[src/rtl/stbs_pkg.sv]
// shared types and constants of the sorted table search block
package stbs_pkg;

  localparam int unsigned KEY_W       = 32;
  localparam int unsigned COST_W      = 32;
  localparam int unsigned IDX_W       = 8;
  localparam int unsigned CNT_W       = 9;
  localparam int unsigned CMD_W       = 2;
  localparam int unsigned STAT_W      = 2;
  localparam int unsigned REC_W       = KEY_W + COST_W;
  localparam int unsigned IN_TDATA_W  = 64;
  localparam int unsigned OUT_TDATA_W = 56;

  typedef enum logic [CMD_W-1:0] {
    CMD_APPEND = 2'd0,
    CMD_SORT   = 2'd1,
    CMD_SEARCH = 2'd2
  } cmd_e;

  typedef enum logic [STAT_W-1:0] {
    ST_OK   = 2'd0,
    ST_MISS = 2'd1,
    ST_FULL = 2'd2
  } stat_e;

  // controller to datapath commands
  typedef struct packed {
    logic  cap;         // take key and cost of the accepted word
    logic  app_wr;      // write record at the end of the table
    logic  set_sorted;  // table is now in key order
    logic  srt_init;    // outer sort index to one
    logic  rd_i;        // read entry at outer index
    logic  cap_k;       // hold entry being inserted
    logic  rd_jm1;      // read entry left of insert position
    logic  shift_wr;    // move left entry one place right
    logic  place_wr;    // drop held entry at insert position
    logic  srch_init;   // search bounds to full table
    logic  probe;       // read entry at midpoint
    logic  hit_cap;     // hold index and cost of the match
    logic  srch_upd;    // narrow search bounds
    logic  res_wr;      // load output register
    stat_e res_code;
  } ctl_t;

  // datapath to controller status
  typedef struct packed {
    logic full;
    logic sorted;
    logic i_done;
    logic j_zero;
    logic key_gt;   // left entry key above held key
    logic open;     // search range not empty
    logic hit;      // probed key equals searched key
    logic out_busy;
  } sts_t;

endpackage

[src/rtl/stbs_ctrl.sv]
// controller: command sequencing for append, insertion sort and binary search
module stbs_ctrl (
  input  logic                        clk_i,
  input  logic                        rst_ni,
  input  logic                        s_axis_tvalid_i,
  output logic                        s_axis_tready_o,
  input  logic [stbs_pkg::CMD_W-1:0]  cmd_i,
  input  stbs_pkg::sts_t              sts_i,
  output stbs_pkg::ctl_t              ctl_o
);
  import stbs_pkg::*;

  typedef enum logic [3:0] {
    S_IDLE,
    S_APPEND,
    S_SRT_LD,
    S_SRT_LDW,
    S_SRT_RD,
    S_SRT_CMP,
    S_PROBE,
    S_SCMP,
    S_DONE
  } state_e;

  state_e state_q, state_d;
  stat_e  code_q, code_d;
  logic   srch_q, srch_d;
  logic   accept;

  assign s_axis_tready_o = (state_q == S_IDLE);
  assign accept          = s_axis_tvalid_i & s_axis_tready_o;

  // next state and datapath commands
  always_comb begin
    state_d        = state_q;
    code_d         = code_q;
    srch_d         = srch_q;
    ctl_o          = '0;
    ctl_o.res_code = code_q;
    case (state_q)
      S_IDLE: begin
        if (accept) begin
          ctl_o.cap = 1'b1;
          code_d    = ST_OK;
          srch_d    = 1'b0;
          case (cmd_i)
            CMD_APPEND: state_d = S_APPEND;
            CMD_SORT, CMD_SEARCH: begin
              srch_d = (cmd_i == CMD_SEARCH);
              if (sts_i.sorted) begin
                if (cmd_i == CMD_SEARCH) begin
                  ctl_o.srch_init = 1'b1;
                  state_d         = S_PROBE;
                end else begin
                  state_d = S_DONE;
                end
              end else begin
                ctl_o.srt_init = 1'b1;
                state_d        = S_SRT_LD;
              end
            end
            default: state_d = S_DONE;
          endcase
        end
      end
      S_APPEND: begin
        if (sts_i.full) begin
          code_d = ST_FULL;
        end else begin
          ctl_o.app_wr = 1'b1;
        end
        state_d = S_DONE;
      end
      // insertion sort, outer step
      S_SRT_LD: begin
        if (sts_i.i_done) begin
          ctl_o.set_sorted = 1'b1;
          if (srch_q) begin
            ctl_o.srch_init = 1'b1;
            state_d         = S_PROBE;
          end else begin
            state_d = S_DONE;
          end
        end else begin
          ctl_o.rd_i = 1'b1;
          state_d    = S_SRT_LDW;
        end
      end
      S_SRT_LDW: begin
        ctl_o.cap_k = 1'b1;
        state_d     = S_SRT_RD;
      end
      // insertion sort, inner step
      S_SRT_RD: begin
        if (sts_i.j_zero) begin
          ctl_o.place_wr = 1'b1;
          state_d        = S_SRT_LD;
        end else begin
          ctl_o.rd_jm1 = 1'b1;
          state_d      = S_SRT_CMP;
        end
      end
      S_SRT_CMP: begin
        if (sts_i.key_gt) begin
          ctl_o.shift_wr = 1'b1;
          state_d        = S_SRT_RD;
        end else begin
          ctl_o.place_wr = 1'b1;
          state_d        = S_SRT_LD;
        end
      end
      // binary search
      S_PROBE: begin
        if (sts_i.open) begin
          ctl_o.probe = 1'b1;
          state_d     = S_SCMP;
        end else begin
          code_d  = ST_MISS;
          state_d = S_DONE;
        end
      end
      S_SCMP: begin
        if (sts_i.hit) begin
          ctl_o.hit_cap = 1'b1;
          code_d        = ST_OK;
          state_d       = S_DONE;
        end else begin
          ctl_o.srch_upd = 1'b1;
          state_d        = S_PROBE;
        end
      end
      S_DONE: begin
        if (!sts_i.out_busy) begin
          ctl_o.res_wr = 1'b1;
          state_d      = S_IDLE;
        end
      end
      default: state_d = S_IDLE;
    endcase
  end

  // state and held command info
  always_ff @(posedge clk_i or negedge rst_ni) begin
    if (!rst_ni) begin
      state_q <= S_IDLE;
      code_q  <= ST_OK;
      srch_q  <= 1'b0;
    end else begin
      state_q <= state_d;
      code_q  <= code_d;
      srch_q  <= srch_d;
    end
  end

  // checks
  a_accept_idle: assert property (@(posedge clk_i) disable iff (!rst_ni)
    accept |=> state_q != S_IDLE) else $error("accepted word left no work");
  a_res_done: assert property (@(posedge clk_i) disable iff (!rst_ni)
    ctl_o.res_wr |-> state_q == S_DONE) else $error("result outside done state");
  a_one_write: assert property (@(posedge clk_i) disable iff (!rst_ni)
    $onehot0({ctl_o.app_wr, ctl_o.shift_wr, ctl_o.place_wr}))
    else $error("two memory writes at once");

endmodule

[config.mk]
export PLATFORM = sky130hd
export DESIGN_NAME = stbs_ctrl
export DESIGN_NICKNAME = d
export VERILOG_FILES = /design/src/rtl/stbs_pkg.sv /design/src/rtl/stbs_ctrl.sv
export SDC_FILE = /design/constraint.sdc
export NUM_CORES = 1
export LEC_CHECK = 0
export ABC_AREA = 1
export BUFFER_PORTS_ARGS = -buffer_cell sky130_fd_sc_hd__buf_2
export CAP_MARGIN = 20
export CORE_MARGIN = 2
export CORE_UTILIZATION = 33
export CTS_CLUSTER_DIAMETER = 40
export CTS_CLUSTER_SIZE = 40
export DETAILED_ROUTE_END_ITERATION = 16
export HOLD_SLACK_MARGIN = 0.15
export PLACE_DENSITY = 0.59
export REMOVE_ABC_BUFFERS = 1
export SYNTH_ARGS = -nofsm -noshare
export SYNTH_HDL_FRONTEND = slang
export SYNTH_SLANG_ARGS = --single-unit
[constraint.sdc]
create_clock -name clk_i -period 2.4 [get_ports clk_i]
set_clock_uncertainty 0.05 [all_clocks]
set_input_delay 0.24 -clock clk_i [delete_from_list [all_inputs] [get_ports clk_i]]
set_output_delay 0.24 -clock clk_i [all_outputs]
set_load 0.005 [all_outputs]
==> qor.txt, run 1 <==
GR Layer Usage met3 -> 5.152%
Peak supply drop -> 0.4675 mV
GPL Wtd Cong -> 0.8123
Area growth from synthesis to layout -> 30.88%
CP startpoint kind -> register
Hold Violations, Final -> 0
Root Buffer -> clkbuf_4
Area contributors post-synth -> dfrtp_1 25%, nand2_1 13%, inv_1 9.7%, nor2_1 8.1%, nand3_1 5.7%
Period Utilization, post-route -> 75.35%
CTS clk-pin slew, worst paths -> 0.05 ns
Share of the synthesized area in the top cell type -> 25.13%
Largest net degree at the start of global routing -> 10
Slew at the pin closest to its max-slew limit -> 0.3150 ns
Internal reg-to-reg setup slack -> 0.99 ns
Dpl cell area -> 875.8 µm²
GRT Util Overall -> 15.22%
Max_cap viols -> 0
First-pass GRT wire length -> 2.884 mm
Setup TNS -> 0 ns
Worst Path Arrival -> 1.52 ns
Initial Util -> 35.16%
CP Capture Type -> output pin
Most frequent CP cell -> nor2_4
Vias per cell -> 4.559
Post-synthesis instance area -> 696.9 µm²
Row count -> 16
# diodes -> 0
Die footprint -> 2496 µm²
Tmin final -> 1.808 ns
Post-route DRC violation count -> 0
Crit path cell chain -> nor2_4 -> nand2_4 -> nor2_4 -> inv_2 -> nor3_2 -> buf_2
Setup CP Type -> reg2out
DR iter-0 viols -> 21
Max Fclk -> 553.0 MHz
Sequential fraction of the synthesis area -> 25.13%
Gates resized, CTS repair -> 0
Layout cell share with drive strength beyond 1 -> 35.66%
Yosys cell types -> 18
Global routing usage on met2 -> 24.22%
CTS max path bufs -> 2
Synth area leader -> dfrtp_1
Initial antenna violation count -> 0
CP max stage delay -> 0.48 ns
Clock Sinks -> 7
Post-DR wirelength/cell -> 10.41 µm
RSZ-0062 raised after global routing -> false
Nets@finish -> 160
Total power -> 785.5 µW
Critical Path RT -> 2.11 ns
Antenna Nets Post-Route -> 0
Filler cell count -> 207
Met1 usage -> 20.04%
# H-tree levels -> 1
Slew HR -> 78.98%
Grt ovf -> 0
CP max-delay cell -> dfrtp_1
Final setup violation count -> 0
YS warnings -> 0
IO buf count -> 29
Post-Synthesis Cells -> 109
TritonCTS clock tree -> built
HP Class -> in2reg
Register bit count reported by yosys -> 7
1st-pass router iterations -> 4
DP HPWL -> 1.525 mm
Die width -> 49.96 µm
Drt total wl -> 1.770 mm
Post-layout instance area -> 912.1 µm²
Layout Utilization -> 46.02%
Final Slew Violations -> 0
Chip height -> 49.96 µm
Critical path fanouts, max -> 9
LEAKAGE -> 0.6107 nW
Total core area -> 1982 µm²
Clk_lat worst skew -> 0.25 ns
Global routing's busiest layer -> met2
Num CTS Buffers -> 3
Syn Area/Cell -> 6.394 µm²
Vias in the first global route -> 678
I/O Pins -> 30
PD cells -> 861.2 nW/µm²
Vias post-DR -> 775
Status -> complete, no violations
-- through the flow --
step / hold WS (ns) / instances / setup WS (ns)
6_report: 0.2563 / 170 / 0.5917
5_1_grt: 0.2631 / 170 / 0.4855
4_1_cts: 0.2567 / 170 / 0.5848
3_5_place_dp: 0.02791 / 165 / 0.8655
3_3_place_gp: 0.02438 / 165 / 0.8967
2_1_floorplan: -0.1056 / 109 / 1.024
-- final timing paths --
check,from,end,cells past startpoint
setup / recovery,state_q[3],ctl_o[12],6
hold reg to reg,code_q[1],code_q[1],2
min in group asynchronous,rst_ni,code_q[0],2
hold / removal,sts_i[0],state_q[3],3
setup reg to reg,state_q[3],state_q[3],6
max in group asynchronous,rst_ni,srch_q,2
-- worst max-delay path: cells and delay by family (launching register included) --
family / cells / cell delay [ns]
buffers and inverters: 2 / 0.17
DFF: 1 / 0.48
and+or+nand+nor: 4 / 0.60
-- synthesized netlist by cell type --
library cell / instances
nand2_1: 24
nand3_2: 3
o211ai_1: 1
nor2_1: 15
dfrtp_1: 7
o21ai_1: 4
nor2_4: 3
nand2_2: 2
inv_1: 18
nand3b_1: 5
nor2_2: 3
nand3_1: 8
ha_1: 3
inv_2: 6
nor3_2: 1
a21oi_1: 4
nand2_4: 1
nand4_1: 1
-- timing repair --
item,4_1_cts,5_1_grt
hold buffers,1,0
hold endpoints to repair,7,0
setup buffers,0,0
-- layout by cell type, fill, tap and decap left out, types with 2 or more instances in the layout --
master	Yosys	routed
buf_2	0	29
nand2_1	24	24
inv_1	18	18
nor2_1	15	15
nand3_1	8	8
dfrtp_1	7	7
inv_2	6	6
nand3b_1	5	5
a21oi_1	4	4
o21ai_1	4	4
nor2_4	3	3
nor2_2	3	3
nand3_2	3	3
ha_1	3	3
clkbuf_4	0	3
nand2_2	2	2
-- per-layer routing --
layer,wire length [µm],up-vias
met2,805,30
met3,140,0
met4,0,0
li1,-,409
met1,823,336
met5,0,-
-- cell type report --
class                           instances  area, µm²  area share, %
Clock buffer                            4      26.28          2.881
Inverter                               24      90.09          9.877
Multi-Input combinational cell         78      431.7          47.33
Sequential cell                         7      175.2          19.20
Tap cell                               27      33.78          3.704
Timing Repair Buffer                   30      155.1          17.01
-- flip-flops by register name, summed over array words and instances, names as in the netlist --
signal   count
srch_q       1
code_q       2
state_q      4
-- report_power, final --
part | leakage [nW] | total, mW | switching, mW | internal (mW)
registers | 0.0942 | 0.209 | 0.0525 | 0.156
clock network | 0.0150 | 0.104 | 0.0408 | 0.0633
logic | 0.502 | 0.473 | 0.304 | 0.169
-- kinds of logic after synthesis --
family | after synthesis | share of synthesized area [%]
AND/OR/NAND/NOR | 66 | 49.73
buffers and inverters | 24 | 12.93
AO/OA/AOI/OAI | 9 | 6.823
flip-flops | 7 | 25.13
adder cells (fa/ha/maj) | 3 | 5.387
Note: power is estimated with default switching activity, not from simulation.
==> run 2: changes to the inputs <==
--- a/config.mk
+++ b/config.mk
@@ -5,7 +5,7 @@
 export SDC_FILE = /design/constraint.sdc
 export NUM_CORES = 1
 export LEC_CHECK = 0
-export ABC_AREA = 1
+export ABC_AREA = 0
 export BUFFER_PORTS_ARGS = -buffer_cell sky130_fd_sc_hd__buf_2
 export CAP_MARGIN = 20
 export CORE_MARGIN = 2
@@ -14,7 +14,7 @@
 export CTS_CLUSTER_SIZE = 40
 export DETAILED_ROUTE_END_ITERATION = 16
 export HOLD_SLACK_MARGIN = 0.15
-export PLACE_DENSITY = 0.59
+export PLACE_DENSITY = 0.61
 export REMOVE_ABC_BUFFERS = 1
 export SYNTH_ARGS = -nofsm -noshare
 export SYNTH_HDL_FRONTEND = slang
==> constraint.sdc (replaced) <==
create_clock -name clk_i -period 1.45 [get_ports clk_i]
set_clock_uncertainty 0.05 [all_clocks]
set_input_delay 0.145 -clock clk_i [delete_from_list [all_inputs] [get_ports clk_i]]
set_output_delay 0.145 -clock clk_i [all_outputs]
set_load 0.005 [all_outputs]
==> qor.txt, run 2 <==
Status -> finished with violations
Failing checks -> negative setup slack
Clock Sinks -> 7 (unchanged)
Leading cell type in the layout, fill and taps excluded -> buf_4
DR iter-0 viols -> 5 (-76%)
Post-route DRC violation count -> 0 (unchanged)
RSZ-0062 raised after global routing -> true
Post-layout instance area -> 1441 µm² (+58%)
Hold Violations, Final -> 0 (unchanged)
Largest register FFs -> 4 (unchanged)
Family with the most delay on the worst path -> simple AND/OR/NAND/NOR gates
Antenna Nets Post-Route -> 0 (unchanged)
PD cells -> 1466 nW/µm² (+70%)
Tmin final -> 1.755 ns
Most used flip-flop cell after synthesis -> dfrtp_1
Worst Path Arrival -> 1.56 ns (+0.04 ns)
GRT Util Overall -> 23.28% (+8.1 points)
Hold_ws -> 0.1440 ns (-0.1123 ns)
CP max-delay cell -> dfrtp_2
Register bit count reported by yosys -> 7 (unchanged)
Worst Path Buf+Inv -> 2 (unchanged)
Period Utilization, post-route -> 121.0%
Clk_lat worst skew -> 0.26 ns (about the same)
YS warnings -> 0 (unchanged)
Share of the synthesized area in the top cell type -> 25.55% (+0.41 points)
Num CTS Buffers -> 3 (unchanged)
Critical path fanouts, max -> 6 (-3)
Total core area -> 1962 µm² (-1.0%)
Peak supply drop -> 0.7963 mV (+70%)
Final Non-Filler Cells -> 183 (+7.6%)
Yosys cell types -> 34 (+16)
CTS clk-pin slew, worst paths -> 0.07 ns (+0.02 ns)
Grt ovf -> 0 (unchanged)
DP HPWL -> 1.569 mm (+2.9%)
Async set or reset register ratio after synthesis -> 100.0% (unchanged)
Most common library cells after synthesis -> 9 x nor2_1, 8 x inv_1, 8 x nand2_1
Largest Register -> state_q
Die width -> 49.58 µm (-0.75%)
Slew HR -> 81.48% (+2.5 points)
Critical Path RT -> 1.25 ns (-0.86 ns)
Post-synthesis instance area -> 685.7 µm² (-1.6%)
Commonest cells after routing, fill and taps aside -> 27 x buf_4, 25 x buf_2, 15 x buf_6, 7 x nor2_1, 6 x inv_1
Post-DR wirelength/cell -> 16.09 µm (+55%)
I/O Pins -> 30 (unchanged)
Initial antenna violation count -> 0 (unchanged)
Top-count cell post-synth -> nor2_1
Dpl cell area -> 972.2 µm² (+11%)
DP Cell Count -> 155 (-6.1%)
LEAKAGE -> 0.7109 nW (+16%)
# H-tree levels -> 1 (unchanged)
Max Fclk -> 569.9 MHz
Top Registers -> state_q x4, code_q x2, srch_q x1
Synth area leader -> dfrtp_1
Die footprint -> 2458 µm² (-1.5%)
1st-pass router iterations -> 4 (unchanged)
Post-Synthesis Cells -> 86 (-21%)
Total power -> 2.113 mW (+170%)
Largest net degree at the start of global routing -> 8 (-2)
Vias in the first global route -> 975 (+44%)
Area growth from synthesis to layout -> 110.2%
CP max stage delay -> 0.48 ns (about the same)
Area contributors post-synth -> dfrtp_1 26%, ha_1 5.5%, nor2_1 4.9%, mux2i_1 4.4%, inv_1 4.4%
CTS max path bufs -> 2 (unchanged)
Filler cell count -> 141 (-32%)
Root Buffer -> clkbuf_4
Layout Utilization -> 73.47% (+27 points)
Sequential fraction of the synthesis area -> 25.55% (+0.41 points)
Layout cell share with drive strength beyond 1 -> 69.87% (+34 points)
GPL Wtd Cong -> 0.8511 (+4.8%)
CP Capture Type -> output pin
Crit path cell chain -> nor4_4 -> buf_4 -> nand2_4 -> nor3b_2 -> buf_2
Initial Util -> 34.95% (-0.22 points)
Nets@finish -> 173 (+8.1%)
First-pass GRT wire length -> 4.457 mm (+55%)
Syn Area/Cell -> 7.973 µm² (+25%)
Final WS setup -> -0.3046 ns (-0.8963 ns)
Place WS -> -0.1135 ns (-0.9791 ns)
Setup CP Type -> reg2out
TritonCTS clock tree -> built
Number of synthesized flops with an enable pin -> 0 (unchanged)
IO buf count -> 29 (unchanged)
Chip height -> 49.58 µm (-0.75%)
Final Slew Violations -> 0 (unchanged)
Final setup violation count -> 22 (+22)
Setup TNS -> -3.910 ns (-3.910 ns)
# diodes -> 0 (unchanged)
Slew at the pin closest to its max-slew limit -> 0.2776 ns (-0.03743 ns)
Max_cap viols -> 0 (unchanged)
Drt total wl -> 2.945 mm (+66%)
Row count -> 16 (unchanged)
Vias per cell -> 5.158 (+13%)
HP Class -> in2reg
CP startpoint kind -> register
Vias post-DR -> 944 (+22%)
[run 2: layout make-up]
cell class / instances / area, µm² / share of cell area (%)
multi-input combinational: 67 / 633.1 / 43.92
timing repair buffer: 70 / 536.8 / 37.24
sequential: 7 / 180.2 / 12.50
tap: 27 / 33.78 / 2.344
inverter: 8 / 30.03 / 2.083
clock buffer: 3 / 22.52 / 1.563
clock inverter: 1 / 5.005 / 0.3472
[run 2: metal layers]
metal  vias up  part of all wire, %  track usage (%)
met5         -                    0                0
met4         0                  3.7            11.11
met3        11                  3.6            2.121
met2        33                   51            40.67
met1       456                   42            28.46
li1        444                    -                -
[run 2: worst paths after layout]
check	startpoint	end	slack, ns	cells past startpoint
min in group asynchronous	rst_ni	srch_q	0.20	2
hold reg to reg	code_q[1]	code_q[1]	0.47	1
setup / recovery	state_q[0]	ctl_o[12]	-0.30	5
max in group asynchronous	rst_ni	state_q[0]	0.97	2
hold / removal	s_axis_tvalid_i	srch_q	0.14	3
setup reg to reg	state_q[0]	state_q[2]	-0.30	7
[run 2: worst register-to-register path: cells and delay by family, from the launching register on]
kind | cells | cell delay [ns]
simple gates | 2 | 0.46
buf+inv | 3 | 0.36
flops | 1 | 0.48
compound gates | 2 | 0.30
[run 2: timing repair]
| action | in CTS | in global routing |
|---|---|---|
| hold buffers | 2 | 0 |
| hold endpoints to repair | 8 | 0 |
| setup endpoints to repair | 20 | 22 |
| pin swaps | 12 | 6 |
| buffers inserted | 13 | 9 |
| gates resized for setup | 43 | 15 |
[run 2: kinds of logic (layout without fill, tap and decap cells)]
kind of cell | count (synthesis) | count (layout) | share of synthesized area, %
buffers and inverters | 12 | 82 | 7.300
AND/OR/NAND/NOR | 41 | 41 | 32.85
flip-flops | 7 | 7 | 25.55
AO/OA/AOI/OAI | 17 | 17 | 19.53
adder cells (fa/ha/maj) | 3 | 3 | 5.475
multiplexers | 6 | 6 | 9.306
[run 2: where the power goes]
group / internal [mW] / leakage [nW] / total (mW) / switching (mW)
Clock: 0.102 / 0.0177 / 0.190 / 0.0885
Sequential: 0.258 / 0.0886 / 0.347 / 0.0890
Combinational: 0.922 / 0.605 / 1.58 / 0.653
Total: 1.28 / 0.711 / 2.11 / 0.831
==> run 3: changes to the inputs <==
--- a/config.mk
+++ b/config.mk
@@ -14,6 +14,7 @@
 export CTS_CLUSTER_SIZE = 40
 export DETAILED_ROUTE_END_ITERATION = 16
 export HOLD_SLACK_MARGIN = 0.15
+export MAX_ROUTING_LAYER = met4
 export PLACE_DENSITY = 0.61
 export REMOVE_ABC_BUFFERS = 1
 export SYNTH_ARGS = -nofsm -noshare
==> qor.txt, run 3 (synthesis gave the netlist of run 2 again) <==
Num CTS Buffers -> 3 (unchanged)
CTS max path bufs -> 2 (unchanged)
Chip height -> 49.58 µm (unchanged)
Max Fclk -> 567.0 MHz (-0.52%)
Die width -> 49.58 µm (unchanged)
GRT Util Overall -> 23.92% (+0.64 points)
1st-pass router iterations -> 4 (unchanged)
Place WS -> -0.1135 ns (unchanged)
Hold path startpoint -> s_axis_tvalid_i
GPL Wtd Cong -> 0.8646 (+1.6%)
P_sw -> 837.7 µW (+0.83%)
Slew HR -> 82.06% (+0.58 points)
Worst r2r path cells -> 7 (unchanged)
Hold Path Depth -> 3 (unchanged)
Internal reg-to-reg setup slack -> -0.30 ns (about the same)
Top Registers -> state_q x4, code_q x2, srch_q x1
CP max-delay cell -> dfrtp_2
Critical path fanouts, max -> 6 (unchanged)
DP HPWL -> 1.569 mm (unchanged)
Worst Path Buf+Inv -> 2 (unchanged)
CP Capture Type -> output pin
I/O Pins -> 30 (unchanged)
Crit path cell chain -> nor4_4 -> buf_4 -> nand2_4 -> nor3b_2 -> buf_2
Vias in the first global route -> 975 (unchanged)
Vias post-DR -> 948 (+0.42%)
CP startpoint kind -> register
Slew at the pin closest to its max-slew limit -> 0.2689 ns (-0.008737 ns)
Initial Util -> 34.95% (unchanged)
Family with the most delay on the worst path -> simple AND/OR/NAND/NOR gates
PD cells -> 1471 nW/µm² (+0.35%)
Worst R2R End -> state_q[2]
Root Buffer -> clkbuf_4
Clk_lat worst skew -> 0.27 ns (about the same)
Drt total wl -> 2.977 mm (+1.1%)
Cell Int Power -> 1.282 mW (about the same)
Failing checks -> negative setup slack
Setup TNS -> -4.038 ns (-0.1280 ns)
Initial antenna violation count -> 0 (unchanged)
RSZ-0062 raised after global routing -> true
Leading cell type in the layout, fill and taps excluded -> buf_4
Logic pwr share -> 74.4% (-0.2 points)
Critical Path RT -> 1.25 ns (about the same)
DP Cell Count -> 155 (unchanged)
Sequential fraction of design power -> 16.4% (about the same)
CP max stage delay -> 0.48 ns (about the same)
IO buf count -> 29 (unchanged)
LEAKAGE -> 0.7109 nW (unchanged)
Nets@finish -> 173 (unchanged)
Peak supply drop -> 0.7969 mV (about the same)
DR iter-0 viols -> 14 (+9)
Commonest cells after routing, fill and taps aside -> 27 x buf_4, 25 x buf_2, 15 x buf_6, 7 x nor2_1, 6 x inv_1
Largest net degree at the start of global routing -> 8 (unchanged)
Final Non-Filler Cells -> 183 (unchanged)
Setup CP Type -> reg2out
Tmin final -> 1.764 ns (+0.009098 ns)
Sw frac -> 39.52% (+0.19 points)
HP Class -> in2reg
CTS clk-pin slew, worst paths -> 0.07 ns (about the same)
TritonCTS clock tree -> built
# diodes -> 0 (unchanged)
Largest register FFs -> 4 (unchanged)
Die footprint -> 2458 µm² (unchanged)
Clock power frac -> 9.2% (+0.2 points)
Worst Path Arrival -> 1.57 ns (about the same)
# H-tree levels -> 1 (unchanged)
Total power -> 2.120 mW (+0.35%)
Layout cell share with drive strength beyond 1 -> 69.87% (unchanged)
Post-DR wirelength/cell -> 16.27 µm (+1.1%)
Grt ovf -> 0 (unchanged)
Row count -> 16 (unchanged)
Final Slew Violations -> 0 (unchanged)
Post-route DRC violation count -> 0 (unchanged)
Worst reg2reg startpoint -> state_q[0]
Hold Violations, Final -> 0 (unchanged)
Max_cap viols -> 0 (unchanged)
Total core area -> 1962 µm² (unchanged)
Status -> finished with violations
First-pass GRT wire length -> 4.457 mm (unchanged)
Antenna Nets Post-Route -> 0 (unchanged)
Vias per cell -> 5.180 (+0.42%)
Period Utilization, post-route -> 121.6% (+0.63 points)
Hold Path End -> srch_q
Clock Sinks -> 7 (unchanged)
Largest Register -> state_q
Area growth from synthesis to layout -> 110.2% (unchanged)
Final setup violation count -> 22 (unchanged)
Final WS setup -> -0.3137 ns (-0.009098 ns)
Hold_ws -> 0.1364 ns (-0.007538 ns)
==> run 3: stage by stage <==
| stage | cell area [µm²] | utilization [%] |
|---|---|---|
| after CTS | 1295 | 66.01 |
| after floorplan | 665.6 | - |
| after global routing | 1441 | 73.47 |
| final | 1441 | 73.47 |
| after global placement | 972.2 | 49.55 |
| after detailed placement | 972.2 | 49.55 |
==> run 3: worst max-delay path by stage <==
stage | start | endpoint | slack, ns | cells past startpoint
2_1_floorplan | state_q[0] | code_q[1] | -0.23 | 3
3_3_place_gp | state_q[0] | code_q[1] | -0.07 | 3
3_5_place_dp | state_q[0] | code_q[1] | -0.11 | 3
4_1_cts | state_q[2] | ctl_o[12] | -0.27 | 5
5_1_grt | state_q[0] | ctl_o[12] | -0.38 | 5
6_report | state_q[0] | ctl_o[12] | -0.31 | 5
==> run 3: layout make-up <==
type                       instances  area (µm²)
tap                               27       33.78
clock buffer                       3       22.52
sequential                         7       180.2
clock inverter                     1       5.005
multi-input combinational         67       633.1
fill                             141       520.5
timing repair buffer              70       536.8
inverter                           8       30.03
==> run 3: power by group through the flow <==
stage	clock network (mW)	logic, mW	registers [mW]
global placement	0	0.853	0.313
floorplan	0	0.405	0.349
finish	0.196	1.58	0.347
CTS	0.180	1.23	0.335
global route	0.201	1.67	0.352
detailed placement	0	0.854	0.317
==> run 3: layer usage <==
layer / vias to the layer above / track usage, % / part of all wire [%]
li1: 444 / - / -
met2: 42 / 40.67 / 50
met5: - / - / 0
met4: 0 / 11.11 / 3.6
met1: 451 / 28.46 / 41
met3: 11 / 2.121 / 4.9
==> run 3: what timing repair did <==
action / in CTS / in global routing
setup endpoints to repair: 20 / 22
endpoints found under the hold margin: 8 / 0
hold buffers: 2 / 0
gates resized for setup: 43 / 15
pin swaps: 12 / 6
setup buffers: 13 / 9
==> run 3: worst min-delay path, stage by stage <==
cell and delay [ns]:
buf_2 0.14, nand3_1 0.08, o21ai_1 0.05
